[src/rtl/vdfl_pkg.sv]
// Shared widths, codes, reset values and types of the descriptor free list.
package vdfl_pkg;

  localparam int QUEUE_SIZE_DEFAULT = 256;
  localparam int NUM_QUEUES_DEFAULT = 2;

  localparam int RING_W     = 9;
  localparam int BUF_LEN_W  = 16;
  localparam int HDR_LEN_W  = 7;
  localparam int PKT_LEN_W  = 16;
  localparam int USED_ID_W  = 16;
  localparam int STATUS_W   = 2;
  localparam int DESC_IDX_W = 8;
  localparam int SLOT_W     = 8;
  localparam int AVAIL_W    = 16;
  localparam int DESC_LEN_W = 17;
  localparam int CURSOR_W   = 8;
  localparam int CFG_IDX_W  = 2;
  localparam int CFG_DATA_W = 16;

  // Remainder unit works one dividend bit per cycle.
  localparam int REM_STEPS = AVAIL_W;

  localparam logic [CFG_IDX_W-1:0] CFG_RING_SIZE  = 2'd0;
  localparam logic [CFG_IDX_W-1:0] CFG_BUFFER_LEN = 2'd1;
  localparam logic [CFG_IDX_W-1:0] CFG_HEADER_LEN = 2'd2;

  localparam logic [RING_W-1:0]    RING_SIZE_RST  = 9'd256;
  localparam logic [RING_W-1:0]    RING_MOD_MAX   = 9'd256;
  localparam logic [RING_W-1:0]    RING_MOD_MIN   = 9'd1;
  localparam logic [BUF_LEN_W-1:0] BUFFER_LEN_RST = 16'd2048;
  localparam logic [HDR_LEN_W-1:0] HEADER_LEN_RST = 7'd10;

  localparam logic [STATUS_W-1:0] STATUS_OK       = 2'd0;
  localparam logic [STATUS_W-1:0] STATUS_TOO_LONG = 2'd1;
  localparam logic [STATUS_W-1:0] STATUS_EMPTY    = 2'd2;
  localparam logic [STATUS_W-1:0] STATUS_BAD_ID   = 2'd3;

  localparam logic ACTION_POST    = 1'b0;
  localparam logic ACTION_RECLAIM = 1'b1;

  typedef struct packed {
    logic [RING_W-1:0]    ring_mod;
    logic [BUF_LEN_W-1:0] buffer_len;
    logic [HDR_LEN_W-1:0] header_len;
  } vdfl_cfg_t;

endpackage

[src/rtl/vdfl_rem_unit.sv]
// Serial remainder: dividend mod divisor, one dividend bit per cycle.
module vdfl_rem_unit (
  input  logic                          clk,
  input  logic                          rst,
  input  logic                          start,
  input  logic [vdfl_pkg::AVAIL_W-1:0]  dividend,
  input  logic [vdfl_pkg::RING_W-1:0]   divisor,
  output logic                          done,
  output logic [vdfl_pkg::SLOT_W-1:0]   rem
);
  import vdfl_pkg::*;

  localparam int CW = $clog2(REM_STEPS);

  logic          busy;
  logic [CW-1:0] cnt;
  logic [AVAIL_W-1:0] shift;
  logic [RING_W-1:0]  trial;
  logic [SLOT_W-1:0]  rem_next;

  // Remainder stays below the divisor (at most 256), so the trial fits 9 bits.
  always_comb begin
    trial = {rem, shift[AVAIL_W-1]};
    if (trial >= divisor) begin
      rem_next = SLOT_W'(trial - divisor);
    end else begin
      rem_next = SLOT_W'(trial);
    end
  end

  always_ff @(posedge clk) begin
    if (rst) begin
      busy <= 1'b0;
      done <= 1'b0;
      cnt  <= '0;
    end else begin
      done <= 1'b0;
      if (start) begin
        busy <= 1'b1;
        cnt  <= '0;
      end else if (busy) begin
        cnt <= cnt + CW'(1);
        if (cnt == CW'(REM_STEPS - 1)) begin
          busy <= 1'b0;
          done <= 1'b1;
        end
      end
    end
  end

  always_ff @(posedge clk) begin
    if (start) begin
      rem   <= '0;
      shift <= dividend;
    end else if (busy) begin
      rem   <= rem_next;
      shift <= {shift[AVAIL_W-2:0], 1'b0};
    end
  end

endmodule

[config.mk]
export PLATFORM = sky130hd
export DESIGN_NAME = vdfl_rem_unit
export DESIGN_NICKNAME = d
export VERILOG_FILES = /design/src/rtl/vdfl_pkg.sv /design/src/rtl/vdfl_rem_unit.sv
export SDC_FILE = /design/constraint.sdc
export NUM_CORES = 1
export LEC_CHECK = 0
export BUFFER_PORTS_ARGS = -buffer_cell sky130_fd_sc_hd__buf_4
export CAP_MARGIN = 20
export CORE_UTILIZATION = 48
export CTS_CLUSTER_DIAMETER = 30
export CTS_CLUSTER_SIZE = 28
export DETAILED_ROUTE_END_ITERATION = 8
export PLACE_DENSITY_LB_ADDON = 0.2
export SYNTH_ARGS = -nofsm -noshare
export SYNTH_HDL_FRONTEND = slang
export SYNTH_SLANG_ARGS = --single-unit
export TNS_END_PERCENT = 20
[constraint.sdc]
create_clock -name clk -period 2.1 [get_ports clk]
set_clock_uncertainty 0.05 [all_clocks]
set_input_delay 0.21 -clock clk [delete_from_list [all_inputs] [get_ports clk]]
set_output_delay 0.21 -clock clk [all_outputs]
set_load 0.005 [all_outputs]
# == After elaboration in Yosys (flattened, before gate mapping) ==
# Cells that the tools add are included.
# totals
register_bits,30
in_bits,28
out_inout_bits,9
elab_cells,20
# op_classes
n_addsub,2
n_lt_le_gt_ge,1
eq_ne,1
muxes,7
bitwise,1
reduce_logical,3
# ops
op,n
$mux 16,2
$ge 9x9->1,1
$mux 8,1
$sub 8x8->8,1
$add 4x1->4 const B,1
$eq 4x4->1 const B,1
$mux 1,4
$reduce_or 3->1,1
$reduce_bool 2->1,1
$reduce_or 2->1,1
$not 1->1,1

# == Depth between registers and ports, before layout ==
# logic_depth
word_depth,4
ltp_mapped,9
depth_no_buf,9

# == Least setup slack after synthesis ==
# Ideal clock, no wire load.
# synth_timing
path_type,reg-to-reg
from,register shift[15]
to,register rem[0] (netlist bit)
t_arrival_ns,1.820
required_time_ns,1.971
slack_ns,0.151
stages_incl_launch_ff,9
n_path_buf,0
cell_sequence,edfxtp_1 -> inv_1 -> ha_1 -> and2b_1 -> o21ai_1 -> a31oi_1 -> o21ai_4 -> mux2_4 -> a211oi_2
# synth_between
elab_chain_cells,2
word_cells_on_any_way,3
classes_between,1 x add/sub; 1 x order compare; 1 x mux
# synth_rtl
item,line,rtl
"start, declared",vdfl_rem_unit.sv:17,logic [AVAIL_W-1:0] shift;
"start signal, assigned",vdfl_rem_unit.sv:54,shift <= dividend;
"start signal, assigned",vdfl_rem_unit.sv:57,"shift <= {shift[AVAIL_W-2:0], 1'b0};"
$sub 8x8->8 / $ge 9x9->1 (equally long branches),"vdfl_rem_unit.sv:25, vdfl_rem_unit.sv:24",
$mux 8 (*),vdfl_rem_unit.sv:24,if (trial >= divisor) begin
"end signal, assigned",vdfl_rem_unit.sv:56,rem <= rem_next;
"end, declared",vdfl_rem_unit.sv:9,output logic [vdfl_pkg::SLOT_W-1:0] rem
# Mark *: on every way between the ends. The rest lies on a longest branch, timed or not.
# A chain may end at the register's enable or synchronous reset.

# == Worst setup path in the final report ==
# layout_timing
from,register rem[1] (netlist bit)
to,register rem[5] (netlist bit)
# layout_between
elab_chain_cells,2
word_cells_on_any_way,3
classes_between,1 x add/sub; 1 x order compare; 1 x mux
# layout_rtl
item,line
$sub 8x8->8 / $ge 9x9->1 (equally long branches),"vdfl_rem_unit.sv:25, vdfl_rem_unit.sv:24"
$mux 8 (*),vdfl_rem_unit.sv:24
# Marked as above.

==> qor_table.md <==
| Parameter | Reported |
| --- | --- |
| 1st-pass router iterations | 4 |
| Synthesis-to-layout area growth | 27.86% |
| Floorplan die width | 60.84 um |
| Worst hold path cell count | 2 |
| Via count of the first global-routing pass | 1187 |
| Synth cell count leaders | 17 x nor2_1, 16 x edfxtp_1, 16 x mux2_2, 14 x dfxtp_1, 12 x inv_1 |
| Global-route usage over all layers | 19.05% |
| Number of vias per cell | 5.251 |
| CTS sink count | 30 |
| Average instance area after synthesis | 10.86 sq um |
| Number of port buffers | 36 |
| Final Non-Filler Cells | 243 |
| Launch point of the worst hold path | dividend[10] |
| Worst supply voltage drop on vdd | 427.9 uV |
| Post-synth EDFFs | 16 |
| Largest area contributor in the netlist | edfxtp_1 |
| Count of routing violations after the opening detailed-route iteration | 81 |
| Later-pin clock latency in the skew report | 330 ps |
| Placed wire-length estimate | 2400 um |
| Initial core utilization | 52.28% |
| Sw Ratio | 26.73% |
| Chain of cells forming the critical path | ha_1 > a21oi_1 > o21ai_2 > a31oi_2 > o21ai_4 > buf_6 > mux2i_1 > a211oi_1 |
| Vertical extent of the die | 60.84 um |
| Worst-case reg-to-reg path depth | 8 |
| Post-synthesis instance area | 1662 sq um |
| Hold violation count in the final report | 0 |
| Maximum clock rate | 500.5 MHz |
| Endpoints failing setup | 0 |
| Number of library cell types mapped by synthesis | 37 |
| Combinational cell fraction of total power | 24.6% |
| Leakage dissipation | 0.8922 nW |
| Classification of the worst-slack hold path | in -> reg |
| Maximum cell stage delay along the critical path | 420 ps |
| Kind of end point of the critical path | register |
| Yosys Warn Count | 0 |
| Final-layout fill cell count | 258 |
| R2R Path Start | rem[1]$_SDFFE_PP0P_ |
| Part of the total power dissipated in sequential elements | 49.9% |
| Cts bufs inserted | 5 |
| Ratio of final minimum period to clock period | 95.14% |
| Die area | 3701 sq um |
| Root cell of the clock tree | clkbuf_4 |
| Area post-placement | 1998 sq um |
| # Max-Cap Violations | 0 |
| Sum of routed wire length over all layers | 3218 um |
| Setup TNS after final layout | 0 ps |
| Global-route wire length before repair | 4995 um |
| Site row count | 20 |
| Leading cell type by number of instances after synthesis | nor2_1 |
| Worst EP required | 2270 ps |
| NumNets Final | 237 |
| Final number of max-transition violations | 0 |
| Slowest library cell on the worst path | dfxtp_1 |
| Antenna-violating nets left | 0 |
| Internal power | 1.020 mW |
| Overflow left after global routing | 0 |
| Avg WL per Cell | 13.24 um |
| Vias | 1276 |
| Placer's final routability congestion estimate | 0.8224 |
| Instance count of the mapped netlist | 153 |
| Setup slack at placement | 9.348 ps |
| Critical path fanouts, max | 6 |
| Final design area excluding fillers | 2125 sq um |
| Number of synthesized register bits | 30 |
| PwrDens | 655.4 nW/um^2 |
| Post-layout minimum cycle time | 1998 ps |
| Worst setup path category | reg -> reg |
| Relative slew slack | 59.56% |
| Arrival time at the worst endpoint | 2170 ps |
| Antenna Cells | 0 |
| Placed cell count | 232 |
| Sequential element share of the synthesized area | 45.78% |
| Maximum number of pins on one net before global-route repair | 27 |
| Worst-path clk slew | 100 ps |
| Layout cell share with drive strength beyond 1 | 39.70% |
| Area of the core region | 3178 sq um |
| Setup repair after global routing missed its margin | no |
| Share of total power in the clock network | 25.5% |
| Crit path launch type | register |
| Antenna violations before repair | 0 |
| Top-area cell type share of the netlist area | 28.92% |
| Number of H-tree branching levels | 2 |
| Actual slew at the worst max-slew pin | 605.9 ps |
| TritonCTS clock tree | built |
| Fin worst setup slack | 102.0 ps |
| IO Count | 37 |
| Post-route DRC | 0 |
| Share of flip-flops with an asynchronous set or reset | 0% |
| Most used flip-flop cell after synthesis | edfxtp_1 |
| Maximum buffer depth of the clock tree | 2 |
| Top post-synthesis cells by area | edfxtp_1 29%, dfxtp_1 17%, mux2_2 11%, ha_1 7.5%, nor2_1 3.8% |
| Run status | finished clean |
| Net count after synthesis | 192 |
| Crit path from | rem[1]$_SDFFE_PP0P_ |
| Reported net switching power | 0.3722 mW |
==> stage by stage <==
stage / total power [mW] / hold slack (ps) / util, %
after floorplan: 0.9126 / 232.4 / -
after global placement: 1.009 / 332.9 / 62.87
after detailed placement: 1.025 / 333.0 / 62.87
after CTS: 1.384 / 120.3 / 65.55
after global routing: 1.470 / 107.0 / 66.85
final: 1.393 / 128.5 / 66.85
==> what timing repair did <==
| action | in CTS | in global routing |
|---|---|---|
| endpoints found under the hold margin | 1 | 0 |
| buffers inserted | 2 | 0 |
| hold buffers | 1 | 0 |
| gates cloned | 0 | 0 |
| pin swaps | 1 | 1 |
| setup endpoints to repair | 1 | 8 |
| gates resized for setup | 0 | 11 |
==> sequential cells by signal (all words and copies together) (netlist names) <==
signal / count
shift: 16
rem: 8
cnt: 4
busy: 1
done: 1
==> cell type report <==
type / instances / area, sq um / area share (%)
multi-input cells: 106 / 873.3 / 41.11
flip-flops and latches: 30 / 762.0 / 35.87
repair buffers: 43 / 329.1 / 15.49
clock buffers: 7 / 55.05 / 2.591
well taps: 44 / 55.05 / 2.591
inverters: 12 / 45.04 / 2.120
clock inverters: 1 / 5.005 / 0.2356
==> metal layers <==
| layer | GRT usage, % | part of all wire, % | vias up |
|---|---|---|---|
| met1 | 21.95 | 43 | 604 |
| met2 | 32.65 | 51 | 35 |
| met3 | 6.183 | 4.4 | 4 |
| met5 | 0 | 0 | - |
| met4 | 7.792 | 1.1 | 0 |
| li1 | - | - | 633 |
==> worst max-delay path, delay by kind of cell (launching register included) <==
family                   cells  cell delay [ps]
flip-flops                   1              420
AO/OA/AOI/OAI                5              830
buffers and inverters        1              150
multiplexers                 1              110
adder cells (fa/ha/maj)      1              330
==> cell usage in the layout, fill, tap and decap left out, types with 2 or more instances in the layout <==
master,count
buf_4,41
nor2_1,17
mux2_2,16
edfxtp_1,16
dfxtp_1,13
inv_1,11
ha_1,9
nand2_1,8
a21oi_1,5
xnor2_1,5
mux2i_1,5
clkbuf_4,5
a211oi_1,4
o21a_1,3
nand2b_1,3
xor2_1,3
o21ai_0,2
a31oi_2,2
o21ai_1,2
a211oi_2,2
==> final timing paths <==
path | end | slack (ps)
setup / recovery | rem[5]$_SDFFE_PP0P_ | 100
hold / removal | shift[10]$_DFFE_PP_ | 130
setup reg to reg | rem[5]$_SDFFE_PP0P_ | 100
hold reg to reg | done$_SDFF_PP0_ | 430
==> cell families after synthesis <==
| family | synth area share (%) |
|---|---|
| xor gates and xnor gates | 4.217 |
| buffers and inverters | 3.840 |
| muxes | 15.36 |
| and+or+nand+nor | 10.17 |
| DFF | 45.78 |
| adders and majority gates | 8.735 |
| AOI/OAI and AO/OA | 11.90 |
==> power groups by stage <==
stage                     Sequential (mW)  Combinational, mW  Clock (mW)
after floorplan                     0.703              0.210           0
after global placement              0.705              0.304           0
after detailed placement            0.709              0.316           0
after CTS                           0.695              0.326       0.363
after global routing                0.701              0.375       0.394
final                               0.695              0.342       0.355
(Power assumes the default switching activity.)
