<file path="src/rtl/vdfl_pkg.sv">
// Shared widths, codes, reset values and types of the descriptor free list.
package vdfl_pkg;

  localparam int QUEUE_SIZE_DEFAULT = 256;
  localparam int NUM_QUEUES_DEFAULT = 2;

  localparam int RING_W     = 9;
  localparam int BUF_LEN_W  = 16;
  localparam int HDR_LEN_W  = 7;
  localparam int PKT_LEN_W  = 16;
  localparam int USED_ID_W  = 16;
  localparam int STATUS_W   = 2;
  localparam int DESC_IDX_W = 8;
  localparam int SLOT_W     = 8;
  localparam int AVAIL_W    = 16;
  localparam int DESC_LEN_W = 17;
  localparam int CURSOR_W   = 8;
  localparam int CFG_IDX_W  = 2;
  localparam int CFG_DATA_W = 16;

  // Remainder unit works one dividend bit per cycle.
  localparam int REM_STEPS = AVAIL_W;

  localparam logic [CFG_IDX_W-1:0] CFG_RING_SIZE  = 2'd0;
  localparam logic [CFG_IDX_W-1:0] CFG_BUFFER_LEN = 2'd1;
  localparam logic [CFG_IDX_W-1:0] CFG_HEADER_LEN = 2'd2;

  localparam logic [RING_W-1:0]    RING_SIZE_RST  = 9'd256;
  localparam logic [RING_W-1:0]    RING_MOD_MAX   = 9'd256;
  localparam logic [RING_W-1:0]    RING_MOD_MIN   = 9'd1;
  localparam logic [BUF_LEN_W-1:0] BUFFER_LEN_RST = 16'd2048;
  localparam logic [HDR_LEN_W-1:0] HEADER_LEN_RST = 7'd10;

  localparam logic [STATUS_W-1:0] STATUS_OK       = 2'd0;
  localparam logic [STATUS_W-1:0] STATUS_TOO_LONG = 2'd1;
  localparam logic [STATUS_W-1:0] STATUS_EMPTY    = 2'd2;
  localparam logic [STATUS_W-1:0] STATUS_BAD_ID   = 2'd3;

  localparam logic ACTION_POST    = 1'b0;
  localparam logic ACTION_RECLAIM = 1'b1;

  typedef struct packed {
    logic [RING_W-1:0]    ring_mod;
    logic [BUF_LEN_W-1:0] buffer_len;
    logic [HDR_LEN_W-1:0] header_len;
  } vdfl_cfg_t;

endpackage

</file>
<file path="src/rtl/vdfl_if.sv">


interface vdfl_cfg_if;
  logic                            valid;
  logic                            ready;
  logic [vdfl_pkg::CFG_IDX_W-1:0]  index;
  logic [vdfl_pkg::CFG_DATA_W-1:0] data;

  modport source (output valid, index, data, input ready);
  modport sink   (input valid, index, data, output ready);
endinterface

</file>
<file path="src/rtl/vdfl_cfg_regs.sv">
// Configuration registers with the clamped ring modulus.
module vdfl_cfg_regs (
  input  logic                clk,
  input  logic                rst,
  input  logic                open,
  vdfl_cfg_if.sink            cfg,
  output logic                ring_write,
  output vdfl_pkg::vdfl_cfg_t cfg_val
);
  import vdfl_pkg::*;

  logic [RING_W-1:0]    ring_size;
  logic [BUF_LEN_W-1:0] buffer_len;
  logic [HDR_LEN_W-1:0] header_len;
  logic                 wr;

  assign cfg.ready  = open;
  assign wr         = cfg.valid && open;
  assign ring_write = wr && (cfg.index == CFG_RING_SIZE);

  always_ff @(posedge clk) begin
    if (rst) begin
      ring_size  <= RING_SIZE_RST;
      buffer_len <= BUFFER_LEN_RST;
      header_len <= HEADER_LEN_RST;
    end else if (wr) begin
      case (cfg.index)
        CFG_RING_SIZE:  ring_size  <= cfg.data[RING_W-1:0];
        CFG_BUFFER_LEN: buffer_len <= cfg.data[BUF_LEN_W-1:0];
        CFG_HEADER_LEN: header_len <= cfg.data[HDR_LEN_W-1:0];
        default: ;
      endcase
    end
  end

  // Zero acts as one, anything past 256 acts as 256.
  always_comb begin
    if (ring_size == '0) begin
      cfg_val.ring_mod = RING_MOD_MIN;
    end else if (ring_size > RING_MOD_MAX) begin
      cfg_val.ring_mod = RING_MOD_MAX;
    end else begin
      cfg_val.ring_mod = ring_size;
    end
    cfg_val.buffer_len = buffer_len;
    cfg_val.header_len = header_len;
  end

endmodule

</file>
<file path="src/flat_wrapper.sv">
// flat-port wrapper written by rule: the top's interface ports become plain ports
module vdfl_cfg_regs_flat import vdfl_pkg::*;
  (clk, rst, open, ring_write, cfg_val, cfg_valid, cfg_index, cfg_data, cfg_ready);
  vdfl_cfg_if cfg_i ();
  input  logic clk;
  input  logic rst;
  input  logic open;
  output logic ring_write;
  output vdfl_pkg::vdfl_cfg_t cfg_val;
  input wire logic [$bits(cfg_i.valid)-1:0] cfg_valid;
  input wire logic [$bits(cfg_i.index)-1:0] cfg_index;
  input wire logic [$bits(cfg_i.data)-1:0] cfg_data;
  output wire logic [$bits(cfg_i.ready)-1:0] cfg_ready;
  assign cfg_i.valid = cfg_valid;
  assign cfg_i.index = cfg_index;
  assign cfg_i.data = cfg_data;
  assign cfg_ready = cfg_i.ready;
  vdfl_cfg_regs u_core (.clk(clk), .rst(rst), .open(open), .cfg(cfg_i), .ring_write(ring_write), .cfg_val(cfg_val));
endmodule
</file>
<file path="config.mk">
export PLATFORM = sky130hd
export DESIGN_NAME = vdfl_cfg_regs_flat
export DESIGN_NICKNAME = d
export VERILOG_FILES = /design/src/rtl/vdfl_pkg.sv /design/src/rtl/vdfl_if.sv /design/src/rtl/vdfl_cfg_regs.sv /design/src/flat_wrapper.sv
export SDC_FILE = /design/constraint.sdc
export NUM_CORES = 1
export LEC_CHECK = 0
export ABC_CLOCK_PERIOD_IN_PS = 1200
export BUFFER_PORTS_ARGS = -buffer_cell sky130_fd_sc_hd__buf_2
export CELL_PAD_IN_SITES_DETAIL_PLACEMENT = 1
export CELL_PAD_IN_SITES_GLOBAL_PLACEMENT = 1
export CORE_MARGIN = 2
export CORE_UTILIZATION = 32
export DETAILED_ROUTE_END_ITERATION = 8
export GPL_TIMING_DRIVEN = 0
export PLACE_DENSITY = 0.85
export SLEW_MARGIN = 40
export SYNTH_ARGS = -nofsm -noshare
export SYNTH_HDL_FRONTEND = slang
export SYNTH_SLANG_ARGS = --single-unit
export TNS_END_PERCENT = 20
</file>
<file path="constraint.sdc">
create_clock -name clk -period 1.2 [get_ports clk]
set_clock_uncertainty 0.1 [all_clocks]
set_input_delay 0.24 -clock clk [delete_from_list [all_inputs] [get_ports clk]]
set_output_delay 0.24 -clock clk [all_outputs]
set_load 0.02 [all_outputs]
</file>
* Word level (Yosys, flattened, before mapping)
Cells that the tools add are included.
Storage, ports and cells: output and inout bits 34, register bits 32
Cells by class: multiplexer cells 2, equality and inequality tests 2, order comparisons 1, reduce and logical (&&, ||, !) cells 7
Operator list (count):
- $mux W9 | 2
- $gt A9 B9 Y1 const B | 1
- $logic_not A9 Y1 | 1
- $reduce_and A2 Y1 | 3
- $eq A2 B1 Y1 const B | 1
- $eq A2 B2 Y1 const B | 1
- $logic_and A1 B1 Y1 | 2
- $logic_not A2 Y1 | 1

* Longest topological paths before layout
depth in word-level cells 3, gate-level depth with buffers 4

* Least setup slack after synthesis
OpenSTA, ideal clock, no wires.
path kind reg-to-output, start point register u_core.ring_size[8], end point output cfg_val[23] (netlist bit), data required time 860 ps, data arrival time 1182 ps, path slack -322 ps, stages on the path, launching flop included 4, path through dfxtp_1 > buf_2 > or4_1 > o22ai_1
RTL lines:
- start: declaration | line vdfl_cfg_regs.sv:12 | logic [RING_W-1:0] ring_size;
- start signal: assignment | line vdfl_cfg_regs.sv:28 | CFG_RING_SIZE: ring_size <= cfg.data[RING_W-1:0];
- end: declaration | line flat_wrapper.sv:9 | output vdfl_pkg::vdfl_cfg_t cfg_val;

==> reports/metrics.csv <==
metric,value,unit
via_count_of_the_first_global_routing_pass,1312,
powerDensity,1140,mW/mm²
drtAntennaViolNets,0,
cts.sink_count,32,
post-route-util,0.452,
synth.avg_cell_area,10.2,µm²
critical_path_required,0.86,ns
insertedDiodeCount,0,
setup_repair_after_global_routing_missed_its_margin,true,
antenna_found_initial,0,
clock_tree_from_tritoncts,yes,
synth-seq-cells,32,
num-fill-cells,514,
cts_buffers,5,
slowest_delay,0.54,ns
clock_path_buffers,2,
dpl.cell_count,249,
worstPathCellList,or4_4 > o22ai_4 > buf_6,
setup_viol_count_final,9,
beginning_of_the_critical_path,u_core.ring_size[5],
post-synth-top-area-cell,sky130_fd_sc_hd__dfxtp_1,
yosys.area.top_type_share,0.444,
power.ir.vdd_worst,0.000712,V
critical_path.slowest_cell,sky130_fd_sc_hd__or4_4,
data_arrival_at_the_endpoint_of_the_critical_path,1.42,ns
timing.critical_path.from_type,register,
routedWlPerCell,14.6,µm
worstSetupPathType,register to primary output,
finalWeightedCongestion,0.701,
slew_headroom,0.663,
grt.overflow.total,0,
start_util,0.331,
global_route_wire_length_before_repair,6.23,mm
area.sequential,644,µm²
synth.yosys.seq_area_share,0.444,
cts_root_buf,sky130_fd_sc_hd__clkbuf_8,
grt_start_max_net_pins,11,
ys_warn_count,0,
worst_path_setup_slack_after_routing,-0.559,ns
tns,-1.51,ns
drc_violations_left,0,
critical_path.top_delay_family,simple AND/OR/NAND/NOR gates,
multiInputGateArea,736,µm²
die_width,71.1,µm
io_buffer_count,55,
critical_path.endpoint_type,primary output,
clock_insertion_delay_worst_skew,0.28,ns
outcome,"complete, but fails checks",
dr.first_iter.drc_count,16,
core_area,0.00435,mm²
rr_startpoint,u_core.ring_size[8],
max_freq,0.568,GHz
total_leakage_power,0.000918,µW
cts_hold_repair.buffers,0,
design.portCount,56,
post_synth_inst_count,142,
synthesis.area,0.00144,mm²
post_synth_num_cell_types,16,
placementRows,24,
cts.clk_slew.worst_paths,0.07,ns
layoutNonFillerInstCount,257,
critical_path.n_buffers_inverters,1,
ctsHtreeMaxLevel,2,
areaGrowthSynthToFinish,36.5,%
path_max_fanout,2,
hold_path.class,primary input to register,
via_count,1192,
hold_violations,0,
post_layout_nets,227,
max_cap_viol_count,0,
worst_pin_slew,0.505,ns
drt_first_pass_iters,2,
mappedNetlistNets,164,
synthTopCellsByArea,"sky130_fd_sc_hd__dfxtp_1 (44%), sky130_fd_sc_hd__mux2i_1 (22%), sky130_fd_sc_hd__nand2b_1 (19%)",
timing_max_transition_violations_final,0,
violations_in_the_final_reports,setup timing,
drt-vias-per-instance,4.64,
drt_wl_total,3.75,mm
fin_worst_hold_slack,0.116,ns
grt_use_total,0.162,
final_worst_path_period_need,1.76,ns
place_hpwl,2.79,mm
hold_path.startpoint,cfg_data[14],
floorplan.die_area,0.00506,mm²
drive_above_1_share,0.371,
timing.final.crit_share,1.47,
vertical_die_dimension,71.1,µm
-- cells in the mapped netlist --
master / count
sky130_fd_sc_hd__o22ai_1: 1
sky130_fd_sc_hd__nor2_1: 8
sky130_fd_sc_hd__nor2b_1: 7
sky130_fd_sc_hd__nand2b_1: 43
sky130_fd_sc_hd__buf_12: 1
sky130_fd_sc_hd__buf_6: 1
sky130_fd_sc_hd__clkbuf_1: 6
sky130_fd_sc_hd__mux2i_1: 32
sky130_fd_sc_hd__buf_2: 2
sky130_fd_sc_hd__nand4bb_1: 1
sky130_fd_sc_hd__or4_1: 2
sky130_fd_sc_hd__nand4b_1: 1
sky130_fd_sc_hd__and4b_1: 1
sky130_fd_sc_hd__inv_1: 2
sky130_fd_sc_hd__dfxtp_1: 32
sky130_fd_sc_hd__buf_4: 2
-- flip-flops by register name, summed over array words and instances, names as in the netlist --
register / flops
u_core.ring_size: 9
u_core.buffer_len: 16
u_core.header_len: 7
-- routing by layer --
| layer | wire length, µm | share of wire | up-vias | GRT usage |
|---|---|---|---|---|
| li1 | - | - | 586 | - |
| met1 | 1580 | 0.42 | 561 | 0.184 |
| met2 | 1860 | 0.50 | 38 | 0.286 |
| met3 | 220 | 0.059 | 7 | 0.0342 |
| met4 | 88 | 0.023 | 0 | 0.0818 |
| met5 | 0 | 0 | - | 0 |
-- worst register-to-register path: cells and delay by family (launching register included) --
kind	cells	cell delay, ns
buffers and inverters	1	0.13
flip-flops	1	0.32
multiplexers	1	0.08
AND/OR/NAND/NOR	1	0.10
-- per-stage QoR --
| stage | total power, µW | worst slack [ns] | cell area, µm² |
|---|---|---|---|
| final | 2240 | -0.559 | 1970 |
| after floorplan | 1260 | -0.190 | 1470 |
| after global placement | 1350 | -0.304 | 1810 |
| after detailed placement | 1360 | -0.328 | 1810 |
| after CTS | 2260 | -0.575 | 1970 |
| after global routing | 2340 | -0.597 | 1970 |
-- cells in the final DEF (no fill, tap or decap) --
cell                        count
sky130_fd_sc_hd__clkbuf_8       7
sky130_fd_sc_hd__or4_4          2
sky130_fd_sc_hd__nor2_1         8
sky130_fd_sc_hd__nor2b_1        7
sky130_fd_sc_hd__nand4bb_1      1
sky130_fd_sc_hd__and4b_1        1
sky130_fd_sc_hd__buf_6          7
sky130_fd_sc_hd__nand2b_1      43
sky130_fd_sc_hd__inv_4          1
sky130_fd_sc_hd__clkbuf_1       6
sky130_fd_sc_hd__inv_1          1
sky130_fd_sc_hd__nand4b_1       1
sky130_fd_sc_hd__dfxtp_2        3
sky130_fd_sc_hd__o22ai_4        1
sky130_fd_sc_hd__mux2i_1       32
sky130_fd_sc_hd__dfxtp_1       29
sky130_fd_sc_hd__buf_12         1
sky130_fd_sc_hd__buf_2         44
sky130_fd_sc_hd__buf_4         10
-- report_power, final --
group	total [µW]	switching (µW)	internal [µW]
clock	895	384	510
combinational	242	123	119
sequential	1100	14.3	1090
total	2240	521	1720
-- kinds of logic after synthesis --
| family | synth area share |
|---|---|
| compound gates | 0.00434 |
| simple gates | 0.269 |
| flops | 0.444 |
| buf+inv | 0.0599 |
| mux | 0.222 |
-- cell type report --
cell class,count,share of cell area
clock buffer,7,0.0490
inverter,2,0.00509
multi-input combinational,96,0.374
timing repair buffer,56,0.167
sequential,32,0.327
tap,52,0.0331
buffer,12,0.0451
-- final timing paths --
check,endpoint,slack (ns),cells after the start
hold / removal,u_core.buffer_len[14],0.12,3
setup / recovery,cfg_val[23],-0.56,3
setup reg to reg,u_core.ring_size[8],0.35,3
hold reg to reg,u_core.buffer_len[10],0.38,2
-- what timing repair did --
| item | 4_1_cts | 5_1_grt |
|---|---|---|
| endpoints found under the hold margin | 0 | 0 |
| resized for setup | 20 | 1 |
| buffers inserted | 1 | 0 |
| pin swaps | 3 | 1 |
| setup endpoints to repair | 10 | 10 |
No activity file was read; power rests on OpenSTA's default activity.
